==> src/rtl/jdcm_pkg.sv <==
// ----------------------------------------------------------------------------
// jdcm_pkg: shared types and codes of the joystick drive command mixer
// Message, result, configuration and state records, button letters,
// buzzer tones and configuration register indexes.
// ----------------------------------------------------------------------------
package jdcm_pkg;

  // Field widths of the remote message and the result.
  localparam int unsigned JOY_W   = 8;
  localparam int unsigned BTN_W   = 8;
  localparam int unsigned SPEED_W = 12;
  localparam int unsigned AXIS_W  = 11;   // scaled axis, -1000..1000
  localparam int unsigned MAG_W   = 10;   // magnitude of a scaled axis
  localparam int unsigned DB_W    = 7;
  localparam int unsigned THR_W   = 10;
  localparam int unsigned TONE_W  = 10;

  // Stream and configuration port widths.
  localparam int unsigned IN_DATA_W  = 32;
  localparam int unsigned OUT_DATA_W = 56;
  localparam int unsigned CFG_ADDR_W = 3;
  localparam int unsigned CFG_DATA_W = 10;

  // Message kinds carried in in_tuser.
  localparam logic CMD_JOYSTICK = 1'b0;
  localparam logic CMD_BUTTON   = 1'b1;

  // Drive mode codes.
  localparam logic MODE_NONE  = 1'b0;
  localparam logic MODE_SPEED = 1'b1;

  // Configuration register indexes.
  localparam logic [CFG_ADDR_W-1:0] CFG_DEADBAND      = 3'd0;
  localparam logic [CFG_ADDR_W-1:0] CFG_DIAG_THRESH   = 3'd1;
  localparam logic [CFG_ADDR_W-1:0] CFG_SINGLE_THRESH = 3'd2;
  localparam logic [CFG_ADDR_W-1:0] CFG_STRAIGHT_SPD  = 3'd3;
  localparam logic [CFG_ADDR_W-1:0] CFG_TURN_SPD      = 3'd4;

  // Configuration reset values.
  localparam logic [DB_W-1:0]  DEADBAND_RST      = 7'd5;
  localparam logic [THR_W-1:0] DIAG_THRESH_RST   = 10'd200;
  localparam logic [THR_W-1:0] SINGLE_THRESH_RST = 10'd100;
  localparam logic [THR_W-1:0] STRAIGHT_SPD_RST  = 10'd700;
  localparam logic [THR_W-1:0] TURN_SPD_RST      = 10'd500;

  // Button letters: lower case is a short press, upper case a long press.
  localparam logic [BTN_W-1:0] BTN_U  = 8'h75;  // 'u'
  localparam logic [BTN_W-1:0] BTN_A  = 8'h61;  // 'a'
  localparam logic [BTN_W-1:0] BTN_W_ = 8'h77;  // 'w'
  localparam logic [BTN_W-1:0] BTN_C  = 8'h63;  // 'c'
  localparam logic [BTN_W-1:0] BTN_L  = 8'h6C;  // 'l'
  localparam logic [BTN_W-1:0] BTN_D  = 8'h64;  // 'd'
  localparam logic [BTN_W-1:0] BTN_R  = 8'h72;  // 'r'
  localparam logic [BTN_W-1:0] BTN_B  = 8'h62;  // 'b'
  localparam logic [BTN_W-1:0] BTN_S  = 8'h73;  // 's'
  localparam logic [BTN_W-1:0] BTN_G  = 8'h67;  // 'g'
  localparam logic [BTN_W-1:0] BTN_LA = 8'h41;  // 'A'
  localparam logic [BTN_W-1:0] BTN_LB = 8'h42;  // 'B'
  localparam logic [BTN_W-1:0] BTN_LC = 8'h43;  // 'C'
  localparam logic [BTN_W-1:0] BTN_LD = 8'h44;  // 'D'
  localparam logic [BTN_W-1:0] BTN_E  = 8'h65;  // 'e'
  localparam logic [BTN_W-1:0] BTN_LE = 8'h45;  // 'E'
  localparam logic [BTN_W-1:0] BTN_F  = 8'h66;  // 'f'
  localparam logic [BTN_W-1:0] BTN_LF = 8'h46;  // 'F'
  localparam logic [BTN_W-1:0] BTN_LG = 8'h47;  // 'G'

  // Buzzer tones.
  localparam logic [TONE_W-1:0] FREQ_LOW   = 10'd300;
  localparam logic [TONE_W-1:0] FREQ_HIGH  = 10'd500;
  localparam logic [TONE_W-1:0] MS_50      = 10'd50;
  localparam logic [TONE_W-1:0] MS_200     = 10'd200;
  localparam logic [TONE_W-1:0] MS_500     = 10'd500;
  localparam logic [TONE_W-1:0] MS_800     = 10'd800;
  localparam logic [TONE_W-1:0] MS_1000    = 10'd1000;

  // Axis scaling constants.
  localparam logic [MAG_W-1:0] SCALE_STEP = 10'd100;
  localparam int unsigned      POS_DIV    = 127;
  localparam int unsigned      NEG_SHIFT  = 7;     // divide by 128
  localparam int unsigned      MAX_QUOT   = 10;

  typedef struct packed {
    logic                    command;
    logic                    drive_allowed;
    logic [BTN_W-1:0]        button_code;
    logic signed [JOY_W-1:0] joy_y;
    logic signed [JOY_W-1:0] joy_x;
  } jdcm_in_t;

  // Declared from the highest tdata bit down, so it packs straight onto tdata.
  typedef struct packed {
    logic                      joystick_on_now;
    logic                      remote_on_now;
    logic                      toggle_hand_rule;
    logic                      toggle_follow;
    logic [TONE_W-1:0]         buzz_ms;
    logic [TONE_W-1:0]         buzz_freq;
    logic                      buzz_valid;
    logic                      mode_code;
    logic                      mode_valid;
    logic signed [SPEED_W-1:0] speed_right;
    logic signed [SPEED_W-1:0] speed_left;
    logic                      drive_valid;
  } jdcm_result_t;

  typedef struct packed {
    logic [DB_W-1:0]  deadband;
    logic [THR_W-1:0] diagonal_threshold;
    logic [THR_W-1:0] single_axis_threshold;
    logic [THR_W-1:0] button_straight_speed;
    logic [THR_W-1:0] button_turn_speed;
  } jdcm_cfg_t;

  typedef struct packed {
    logic remote_enabled;
    logic joystick_enabled;
  } jdcm_state_t;

endpackage

==> src/rtl/jdcm_scale.sv <==
// ----------------------------------------------------------------------------
// jdcm_scale: joystick axis deadband and scaling
// Forces small magnitudes to zero and scales the axis to -1000..1000 in
// steps of 100, truncating toward zero.
// ----------------------------------------------------------------------------
module jdcm_scale (
  input  logic signed [jdcm_pkg::JOY_W-1:0]  axis_in,
  input  logic [jdcm_pkg::DB_W-1:0]          deadband,
  output logic signed [jdcm_pkg::AXIS_W-1:0] axis_out
);
  import jdcm_pkg::*;

  logic [JOY_W-1:0]  mag;
  logic              in_band;
  logic              is_pos;
  logic              is_neg;
  logic [10:0]       prod;
  logic [3:0]        quot;
  logic [MAG_W-1:0]  scaled;

  always_comb begin
    // Magnitude of -128 is 128, which still fits as unsigned.
    mag     = axis_in[JOY_W-1] ? JOY_W'(-axis_in) : JOY_W'(axis_in);
    in_band = mag < {1'b0, deadband};
    is_pos  = !axis_in[JOY_W-1] && (mag != '0) && !in_band;
    is_neg  = axis_in[JOY_W-1] && !in_band;
    prod    = 11'(mag) * 11'd10;
    quot    = '0;
    if (is_pos) begin
      // Quotient by 127 as a count of independent compares.
      for (int k = 1; k <= MAX_QUOT; k++) begin
        if (prod >= 11'(POS_DIV * k)) quot = 4'(k);
      end
    end else if (is_neg) begin
      quot = 4'(prod >> NEG_SHIFT);
    end
    scaled   = MAG_W'(10'(quot) * SCALE_STEP);
    axis_out = is_neg ? -AXIS_W'(scaled) : AXIS_W'(scaled);
  end

endmodule

==> src/rtl/jdcm_decode.sv <==
// ----------------------------------------------------------------------------
// jdcm_decode: message decode and wheel speed mixing
// Turns one remote message into its result and the next remote and
// joystick enable state.
// ----------------------------------------------------------------------------
module jdcm_decode (
  input  jdcm_pkg::jdcm_in_t     item,
  input  jdcm_pkg::jdcm_cfg_t    cfg,
  input  jdcm_pkg::jdcm_state_t  state,
  output jdcm_pkg::jdcm_result_t res,
  output jdcm_pkg::jdcm_state_t  state_nxt
);
  import jdcm_pkg::*;

  logic signed [AXIS_W-1:0]  dir_scaled;
  logic signed [AXIS_W-1:0]  spd_scaled;
  logic signed [SPEED_W-1:0] d;
  logic signed [SPEED_W-1:0] s;
  logic [MAG_W-1:0]          mag_d;
  logic [MAG_W-1:0]          mag_s;
  logic signed [SPEED_W-1:0] st;
  logic signed [SPEED_W-1:0] tu;
  logic                      joy_live;

  jdcm_scale u_scale_x (
    .axis_in  (item.joy_x),
    .deadband (cfg.deadband),
    .axis_out (dir_scaled)
  );

  jdcm_scale u_scale_y (
    .axis_in  (item.joy_y),
    .deadband (cfg.deadband),
    .axis_out (spd_scaled)
  );

  always_comb begin
    d     = SPEED_W'(dir_scaled);
    s     = SPEED_W'(spd_scaled);
    mag_d = MAG_W'(d[SPEED_W-1] ? -d : d);
    mag_s = MAG_W'(s[SPEED_W-1] ? -s : s);
    st    = signed'({2'b00, cfg.button_straight_speed});
    tu    = signed'({2'b00, cfg.button_turn_speed});
    joy_live = state.remote_enabled && state.joystick_enabled && item.drive_allowed;

    res       = '0;
    state_nxt = state;

    if (item.command == CMD_JOYSTICK) begin
      if (joy_live) begin
        res.drive_valid = 1'b1;
        if (mag_d > cfg.diagonal_threshold && mag_s > cfg.diagonal_threshold) begin
          // Diagonal: one wheel keeps the speed axis and the other gains the turn amount in magnitude.
          if (d < 0) begin
            res.speed_left  = s;
            res.speed_right = (s < 0) ? s + d : s - d;
          end else begin
            res.speed_right = s;
            res.speed_left  = (s < 0) ? s - d : s + d;
          end
        end else if (mag_s > cfg.single_axis_threshold) begin
          res.speed_left  = s;
          res.speed_right = s;
        end else if (mag_d > cfg.single_axis_threshold) begin
          res.speed_left  = d;
          res.speed_right = -d;
        end
      end
    end else begin
      case (item.button_code) inside
        BTN_U, BTN_A: begin
          if (item.drive_allowed) begin
            res.drive_valid = 1'b1;
            res.speed_left  = st;
            res.speed_right = st;
          end
        end
        BTN_W_, BTN_C: begin
          if (item.drive_allowed) begin
            res.drive_valid = 1'b1;
            res.speed_left  = -st;
            res.speed_right = -st;
          end
        end
        BTN_L, BTN_D: begin
          if (item.drive_allowed) begin
            res.drive_valid = 1'b1;
            res.speed_left  = -tu;
            res.speed_right = tu;
          end
        end
        BTN_R, BTN_B: begin
          if (item.drive_allowed) begin
            res.drive_valid = 1'b1;
            res.speed_left  = tu;
            res.speed_right = -tu;
          end
        end
        BTN_S, BTN_G: begin
          res.drive_valid = item.drive_allowed;
        end
        BTN_LA, BTN_LB, BTN_LC, BTN_LD: begin
          res.buzz_valid = 1'b1;
          res.buzz_freq  = FREQ_LOW;
          res.buzz_ms    = MS_500;
        end
        BTN_E: begin
          res.buzz_valid = 1'b1;
          res.buzz_freq  = FREQ_LOW;
          res.buzz_ms    = MS_200;
          res.drive_valid = 1'b1;
          state_nxt.remote_enabled = 1'b1;
        end
        BTN_LE: begin
          res.buzz_valid = 1'b1;
          res.buzz_freq  = FREQ_HIGH;
          res.buzz_ms    = MS_800;
          res.drive_valid = 1'b1;
          res.mode_valid  = 1'b1;
          res.mode_code   = MODE_NONE;
          state_nxt.remote_enabled = 1'b0;
        end
        BTN_F: begin
          res.toggle_follow = 1'b1;
        end
        BTN_LF: begin
          res.buzz_valid = 1'b1;
          res.buzz_freq  = FREQ_LOW;
          res.buzz_ms    = MS_500;
          res.toggle_hand_rule = 1'b1;
        end
        BTN_LG: begin
          res.buzz_valid = 1'b1;
          res.buzz_freq  = FREQ_LOW;
          if (state.joystick_enabled) begin
            res.buzz_ms = MS_1000;
            state_nxt.joystick_enabled = 1'b0;
          end else begin
            res.buzz_ms     = MS_500;
            res.drive_valid = 1'b1;
            res.mode_valid  = 1'b1;
            res.mode_code   = MODE_SPEED;
            state_nxt.joystick_enabled = 1'b1;
          end
        end
        default: begin
          res.buzz_valid = 1'b1;
          res.buzz_freq  = FREQ_HIGH;
          res.buzz_ms    = MS_50;
        end
      endcase
    end

    res.remote_on_now   = state_nxt.remote_enabled;
    res.joystick_on_now = state_nxt.joystick_enabled;
  end

endmodule

==> src/rtl/joystick_drive_command_mixer_core.sv <==
// ----------------------------------------------------------------------------
// joystick_drive_command_mixer_core: remote message to wheel speed mixer
// Each message, a joystick sample or a button code, yields one result
// holding wheel speeds, mode, buzzer and toggle requests. A message is held
// in an input register, decoded combinationally and captured in a result
// register, so a new message can be taken every cycle while the output does
// not stall. The combinational decode between the two registers also
// updates the remote and joystick enable flags that the next message sees.
// Configuration writes take effect on the next cycle.
// ----------------------------------------------------------------------------
module joystick_drive_command_mixer_core (
  input  logic                                clk,
  input  logic                                rst_n,
  input  logic                                in_tvalid,
  output logic                                in_tready,
  // joy_x[7:0], joy_y[15:8], button_code[23:16], drive_allowed[24], zeros
  input  logic [jdcm_pkg::IN_DATA_W-1:0]      in_tdata,
  // command[0]
  input  logic                                in_tuser,
  output logic                                out_tvalid,
  input  logic                                out_tready,
  // drive_valid[0], speed_left[12:1], speed_right[24:13], mode_valid[25],
  // mode_code[26], buzz_valid[27], buzz_freq[37:28], buzz_ms[47:38],
  // toggle_follow[48], toggle_hand_rule[49], remote_on_now[50],
  // joystick_on_now[51], zeros
  output logic [jdcm_pkg::OUT_DATA_W-1:0]     out_tdata,
  input  logic                                cfg_we,
  input  logic [jdcm_pkg::CFG_ADDR_W-1:0]     cfg_addr,
  input  logic [jdcm_pkg::CFG_DATA_W-1:0]     cfg_wdata
);
  import jdcm_pkg::*;

  jdcm_cfg_t    cfg_r;
  jdcm_state_t  state_r;
  jdcm_state_t  state_nxt;
  jdcm_in_t     in_r;
  logic         in_valid_r;
  jdcm_result_t res_nxt;
  jdcm_result_t out_r;
  logic         out_valid_r;
  logic         advance;

  assign advance   = in_valid_r && (!out_valid_r || out_tready);
  assign in_tready = !in_valid_r || advance;

  // Configuration registers.
  always_ff @(posedge clk) begin
    if (!rst_n) begin
      cfg_r.deadband              <= DEADBAND_RST;
      cfg_r.diagonal_threshold    <= DIAG_THRESH_RST;
      cfg_r.single_axis_threshold <= SINGLE_THRESH_RST;
      cfg_r.button_straight_speed <= STRAIGHT_SPD_RST;
      cfg_r.button_turn_speed     <= TURN_SPD_RST;
    end else if (cfg_we) begin
      case (cfg_addr)
        CFG_DEADBAND:      cfg_r.deadband              <= cfg_wdata[DB_W-1:0];
        CFG_DIAG_THRESH:   cfg_r.diagonal_threshold    <= cfg_wdata[THR_W-1:0];
        CFG_SINGLE_THRESH: cfg_r.single_axis_threshold <= cfg_wdata[THR_W-1:0];
        CFG_STRAIGHT_SPD:  cfg_r.button_straight_speed <= cfg_wdata[THR_W-1:0];
        CFG_TURN_SPD:      cfg_r.button_turn_speed     <= cfg_wdata[THR_W-1:0];
        default: begin
        end
      endcase
    end
  end

  // Input register.
  always_ff @(posedge clk) begin
    if (!rst_n) begin
      in_valid_r <= 1'b0;
    end else if (in_tready) begin
      in_valid_r <= in_tvalid;
    end
  end

  always_ff @(posedge clk) begin
    if (in_tvalid && in_tready) begin
      in_r.command       <= in_tuser;
      in_r.drive_allowed <= in_tdata[24];
      in_r.button_code   <= in_tdata[23:16];
      in_r.joy_y         <= in_tdata[15:8];
      in_r.joy_x         <= in_tdata[7:0];
    end
  end

  jdcm_decode u_decode (
    .item      (in_r),
    .cfg       (cfg_r),
    .state     (state_r),
    .res       (res_nxt),
    .state_nxt (state_nxt)
  );

  // Enable flags move with the message that changes them.
  always_ff @(posedge clk) begin
    if (!rst_n) begin
      state_r.remote_enabled   <= 1'b1;
      state_r.joystick_enabled <= 1'b1;
    end else if (advance) begin
      state_r <= state_nxt;
    end
  end

  // Result register.
  always_ff @(posedge clk) begin
    if (!rst_n) begin
      out_valid_r <= 1'b0;
    end else if (advance) begin
      out_valid_r <= 1'b1;
    end else if (out_tready) begin
      out_valid_r <= 1'b0;
    end
  end

  always_ff @(posedge clk) begin
    if (advance) begin
      out_r <= res_nxt;
    end
  end

  assign out_tvalid = out_valid_r;
  assign out_tdata  = {4'b0000, out_r};

  // The enable flags always match what the held result reports.
  a_state_matches_result: assert property (@(posedge clk) disable iff (!rst_n)
    out_valid_r |-> (out_r.remote_on_now == state_r.remote_enabled &&
                     out_r.joystick_on_now == state_r.joystick_enabled))
    else $error("enable flags differ from the held result");

  // Setting mode none only happens on remote off, which also stops the wheels.
  a_mode_none_remote_off: assert property (@(posedge clk) disable iff (!rst_n)
    (out_valid_r && out_r.mode_valid && out_r.mode_code == MODE_NONE) |->
      (!out_r.remote_on_now && out_r.drive_valid && out_r.speed_left == '0 &&
       out_r.speed_right == '0))
    else $error("mode none without remote off");

  // A held message is never dropped while the result side stalls.
  a_input_held: assert property (@(posedge clk) disable iff (!rst_n)
    (in_valid_r && !advance) |=> in_valid_r)
    else $error("input message lost");

  // No tone values without a tone request.
  a_buzz_clean: assert property (@(posedge clk) disable iff (!rst_n)
    (out_valid_r && !out_r.buzz_valid) |-> (out_r.buzz_freq == '0 && out_r.buzz_ms == '0))
    else $error("tone values without a request");

endmodule

==> config.mk <==
export PLATFORM = sky130hd
export DESIGN_NAME = joystick_drive_command_mixer_core
export DESIGN_NICKNAME = d
export VERILOG_FILES = /design/src/rtl/jdcm_pkg.sv /design/src/rtl/jdcm_scale.sv /design/src/rtl/jdcm_decode.sv /design/src/rtl/joystick_drive_command_mixer_core.sv
export SDC_FILE = /design/constraint.sdc
export NUM_CORES = 1
export LEC_CHECK = 0
export ABC_CLOCK_PERIOD_IN_PS = 20600
export BUFFER_PORTS_ARGS = -buffer_cell sky130_fd_sc_hd__buf_2
export CAP_MARGIN = 20
export CORE_MARGIN = 2
export CORE_UTILIZATION = 65
export CTS_CLUSTER_SIZE = 16
export DETAILED_ROUTE_END_ITERATION = 8
export GPL_ROUTABILITY_DRIVEN = 0
export PLACE_DENSITY = 0.87
export SYNTH_ARGS = -nofsm -noshare
export SYNTH_HDL_FRONTEND = slang
export SYNTH_SLANG_ARGS = --single-unit
==> constraint.sdc <==
create_clock -name clk -period 20.6 [get_ports clk]
set_input_delay 2.06 -clock clk [delete_from_list [all_inputs] [get_ports clk]]
set_output_delay 2.06 -clock clk [all_outputs]
set_load 0.005 [all_outputs]
# Word level (Yosys, flattened, before mapping)
# Index checks and enable logic that the tools add are counted.
[classes] n_reduce_logical=41 magnitude_cmp=28 bitwise=2 n_addsub=10 n_mul=4 n_mux=94 eq_ne=23
[op_table] operator="2-to-1 mux 24 bit" n=8
[op_table] operator="equality test 8 x 7 -> 1 bit (second input constant)" n=19
[op_table] operator="2-to-1 mux 25 bit" n=4
[op_table] operator=">= comparator 11 x 10 -> 1 bit (second input constant)" n=8
[op_table] operator="2-to-1 mux 4 bit" n=22
[op_table] operator="2-to-1 mux 21 bit" n=4
[op_table] operator="2-to-1 mux 23 bit" n=2
[op_table] operator=">= comparator 11 bit (second input constant)" n=4
[op_table] operator=">= comparator 11 x 9 -> 1 bit (second input constant)" n=4
[op_table] operator="2-to-1 mux 1 bit" n=41
[op_table] operator="greater-than comparator 10 bit" n=4
[op_table] operator="2-to-1 mux 20 bit" n=2
[op_table] operator="2-to-1 mux 10 bit" n=3
[op_table] operator="2-to-1 mux 12 bit" n=2
[op_table] operator="negation 10 -> 12 bit" n=2
[op_table] operator=">= comparator 11 x 7 -> 1 bit (second input constant)" n=2
[op_table] operator=">= comparator 11 x 8 -> 1 bit (second input constant)" n=2
[op_table] operator="less-than comparator 11 x 1 -> 1 bit (second input constant)" n=2
[op_table] operator="2-to-1 mux 11 bit" n=2
[op_table] operator="negation 10 -> 11 bit" n=2
[op_table] operator="multiplier 8 x 3 -> 10 bit (second input constant)" n=2
[op_table] operator="OR reduction 20 bit" n=1
[op_table] operator="OR reduction 19 bit" n=1
[op_table] operator="OR reduction 18 bit" n=1
[op_table] operator="26 further kinds" n=58
[totals] reg_bits=129 in_bits=51

# Depth between registers and ports, before layout
[logic_depth] depth_word=26 mapped_depth=40 mapped_depth_nobuf=37

# Hierarchy
# From an unflattened synthesis, not the netlist that was laid out.
[unflattened] hier_cells=1433 area_unflattened_um2=12225.5
[by_module_without_submodules] module="jdcm_decode" area_each_um2=4921.0 n_inst=1 cells_per_inst=745
[by_module_without_submodules] module="joystick_drive_command_mixer_core" area_each_um2=4232.8 n_inst=1 cells_per_inst=274
[by_module_without_submodules] module="jdcm_scale at u_decode.u_scale_x" area_each_um2=1550.2 n_inst=1 cells_per_inst=211
[by_module_without_submodules] module="jdcm_scale at u_decode.u_scale_y" area_each_um2=1521.5 n_inst=1 cells_per_inst=203

# Least setup slack after synthesis
# No wires, ideal clock.
[synth_path] path_kind="flip-flop to flip-flop" from="register in_r[8] in the netlist's numbering" to="register out_r (netlist bit out_tdata[19]), data pin" period_less_slack_ns=8.707 setup_time_ns=0.180 stages_incl_launch_ff=40 setup_slack_ns=11.893 path_buffers=3 arrival_ns=8.527 cell_sequence="edfxtp_1 -> buf_2 -> or2_2 -> o21ai_0 -> xor2_1 -> inv_1 -> ha_1 -> ha_1 -> inv_1 -> fa_1 -> nor2b_1 -> o21ai_1 -> xnor2_1 -> a22oi_1 -> o31ai_2 -> a21oi_2 -> a31oi_2 -> inv_1 -> [4 not listed] -> nand2_1 -> a2111o_1 -> nand2_4 -> buf_2 -> nor2_1 -> a21oi_1 -> ha_1 -> a21o_1 -> a21o_1 -> a21o_1 -> a21oi_1 -> o21ai_0 -> o31ai_1 -> inv_1 -> nor2_1 -> clkbuf_1 -> a221oi_1 -> o311ai_1"
[synth_lines] element="start, declared" line="joystick_drive_command_mixer_core.sv:36" rtl="jdcm_in_t in_r;"
[synth_lines] element="end signal, assigned" line="joystick_drive_command_mixer_core.sv:117" rtl="out_r <= res_nxt;"
[synth_lines] element="end, declared" line="joystick_drive_command_mixer_core.sv:39" rtl="jdcm_result_t out_r;"

==> impl_metrics.ini <==
[synthesis]
synth_edf_count = 66
yosys.area.top_type = edfxtp_1
synth-main-ff-cell = edfxtp_1
yosysSeqAreaShare_pct = 27.7
syn_avg_cell_area_um2 = 8.14
ys_warn_count = 0
synth_cells = 1332
synth_compound_area_share_pct = 24.2
synth_fa_ha_area_share_pct = 13.5
async_flop_share_pct = 0
synth-simple-area-share_pct = 21.0
synth_common_cells = 160 x nand2_1, 114 x a21oi_1, 109 x ha_1, 100 x nor2_1, 81 x inv_1
ys_ff_latch = 117
synth_top_family_by_area = compound AO/OA/AOI/OAI gates
yosys-top-cells-area = edfxtp_1 18%, ha_1 13%, dfxtp_1 9.4%
synth_cell_types = 99
synth.mux.area_fraction_pct = 1.51
synth_xor_area_share_pct = 5.90
synth_top_area_share_pct = 18.3
syn_area_um2 = 10800
synth.most_common_cell = nand2_1

[setup_path]
crit_top_cell = ha_1
crit_path_end = out_tdata[16]
slowest_delay_ns = 0.63
critPathTopFamily = compound AO/OA/AOI/OAI gates
path_class = reg2reg
setup.worst_path.start = in_r[8]
endpoint_kind = flop
critPathSlowestCell = nor2_1
r2r-end = out_tdata[16]
crit_arrival_ns = 10.98
worstPathMaxFanout = 16
path_depth = 37
crit_required_ns = 20.79
rr_worst_depth = 37
worst-path-buf-inv = 5
rr_startpoint = in_r[8]
r2r_setup_slack_ns = 9.81
cp-start-kind = flop

[power_and_ir_drop]
p_int_w = 0.000896
p_switching_w = 0.000860
ir_worst_vdd_mv = 0.116
pwr-share-seq_pct = 16.0
p_per_area_nw_per_um2 = 148
swShare_pct = 49.0
p_leak_nw = 4.90
p_comb_share_pct = 67.4
power_frac_clock_pct = 16.7

[place]
dpl_worst_slack_ns = 10.12
placedCellCount = 1586
placed_area_um2 = 11300
io_buffers = 93
dp_hpwl_mm = 21.8

[min_path]
min_from = cfg_r[35]
hold_path_class = reg2reg

[finish]
antenna_cells = 0
final_cells = 1618
finish.instance_area_um2 = 11900
areaGrowthSynthToFinish_pct = 9.64
drive_above_1_share_pct = 12.7
num-nets-final = 1549

[timing]
rsz0062_at_grt = false
final.period_utilization_pct = 52.4
hold_viol_final = 0
fmax_mhz = 92.6
finalWorstSetupSlack_ns = 9.81
setup_viol = 0
holdWs_ns = 0.456
fin_skew_ns = 0.0101
slew_violations = 0
relSlewSlack_pct = 27.3
setup_tns_ns = 0
min_period_ns = 10.79
worst_slew_pin_slew_ns = 1.09

[floorplan]
fp.dieW_um = 133
dieArea_um2 = 17700
die_h_um = 133
core_um2 = 16500
row_count = 47
ioPinCount = 109
start_util_pct = 65.8

[routing]
viasPerCell = 6.51
ant_nets = 0
drt_wl_total_mm = 29.7
dr.pass1.iters = 5
drt_iter0_markers = 955
drcViolationCount = 0
vias = 10500
wl_per_cell_um = 18.3

[global_route]
antenna_found_initial = 0
grt_pass1_vias = 9740
grtUsageTotal_pct = 33.0
grt_pass1_wl_mm = 47.4
grt_overflow = 0
grt_max_degree = 38

[clocking]
htree_levels = 4
cts_tree = done
numCtsBuffers = 17
clockBufferDepth = 2
cts_hold_buf = 0
post_cts_resized = 0
worstSkewPairLatency_ns = 0.43
root_buffer = clkbuf_16
cts_setup_buffers = 0
clk_transition_reported_paths_ns = 0.06
clock-sinks = 117

[status]
status = complete, no violations

[run]
cap_viol_max_count = 0
-- layer usage --
metal / vias to the layer above / GRT usage, % / wire length [µm]
met3: 119 / 6.16 / 2430
met5: - / 0 / 0
li1: 4942 / - / -
met4: 0 / 17.6 / 1380
met1: 4871 / 39.8 / 11600
met2: 604 / 56.1 / 14300
-- tightest hold or removal path: cells and delay by family, from the launching register on --
kind / cells / cell delay [ns]
simple gates: 1 / 0.05
compound gates: 1 / 0.05
flops: 1 / 0.31
-- power by group through the flow --
stage | clock network (W) | logic [W] | registers, W
6_report | 0.000293 | 0.00118 | 0.000280
5_1_grt | 0.000302 | 0.00128 | 0.000282
4_1_cts | 0.000293 | 0.00114 | 0.000280
3_5_place_dp | 0 | 0.00113 | 0.000285
3_3_place_gp | 0 | 0.00109 | 0.000284
2_1_floorplan | 0 | 0.000889 | 0.000281
-- cell type report --
class / count / area (µm²)
multi-input cells: 1066 / 7200
fillers: 1196 / 4580
repair buffers: 97 / 495
well taps: 220 / 275
inverters: 86 / 328
clock inverters: 15 / 156
clock buffers: 17 / 425
flip-flops and latches: 117 / 3000
-- through the flow --
step | power, W | util (%)
after floorplan | 0.00117 | -
after global placement | 0.00138 | 68.6
after detailed placement | 0.00141 | 68.6
after CTS | 0.00172 | 72.2
after global routing | 0.00186 | 72.2
final | 0.00176 | 72.2
-- how the worst min path moves through the flow --
stage | endpoint | slack, ns | cells after the start
CTS | cfg_r[35] | 0.46 | 2
floorplan | cfg_r[21] | 0.44 | 2
detailed placement | cfg_r[32] | 0.45 | 2
global route | cfg_r[35] | 0.47 | 2
finish | cfg_r[35] | 0.46 | 2
global placement | cfg_r[20] | 0.44 | 2
-- state kept, by name (all words and copies together), names as in the netlist --
signal	flops
cfg_r	47
out_tdata	40
in_r	26
state_r	2
in_valid_r	1
out_tvalid	1
-- cells in the final DEF (no fill, tap or decap), types with 9 or more instances in the layout --
| cell type | instances |
|---|---|
| nand3_1 | 48 |
| buf_2 | 93 |
| o31ai_1 | 25 |
| nor2b_1 | 19 |
| o21a_1 | 11 |
| nand2_1 | 160 |
| nor2_1 | 100 |
| a21oi_1 | 114 |
| mux2i_1 | 13 |
| a211oi_1 | 19 |
| nor3b_1 | 9 |
| o21bai_1 | 10 |
| o211ai_1 | 11 |
| clkbuf_16 | 17 |
| dfxtp_1 | 51 |
| xor2_1 | 19 |
| nor3_1 | 30 |
| nand4_1 | 16 |
| edfxtp_1 | 66 |
| and3_1 | 13 |
| or3_1 | 13 |
| a31oi_1 | 10 |
| nand2b_1 | 9 |
| ha_1 | 109 |
| and2_1 | 12 |
| a21o_1 | 26 |
| inv_1 | 81 |
| o21ai_0 | 72 |
| or2_2 | 9 |
| xnor2_1 | 49 |
-- cells by family (layout without fill, tap and decap cells) --
group,Yosys count,after routing
AO/OA/AOI/OAI,388,388
XOR/XNOR,70,70
adder cells (fa/ha/maj),115,115
buffers and inverters,156,215
flip-flops,117,117
multiplexers,16,16
other,1,8
AND/OR/NAND/NOR,469,469
(Power assumes the default switching activity.)
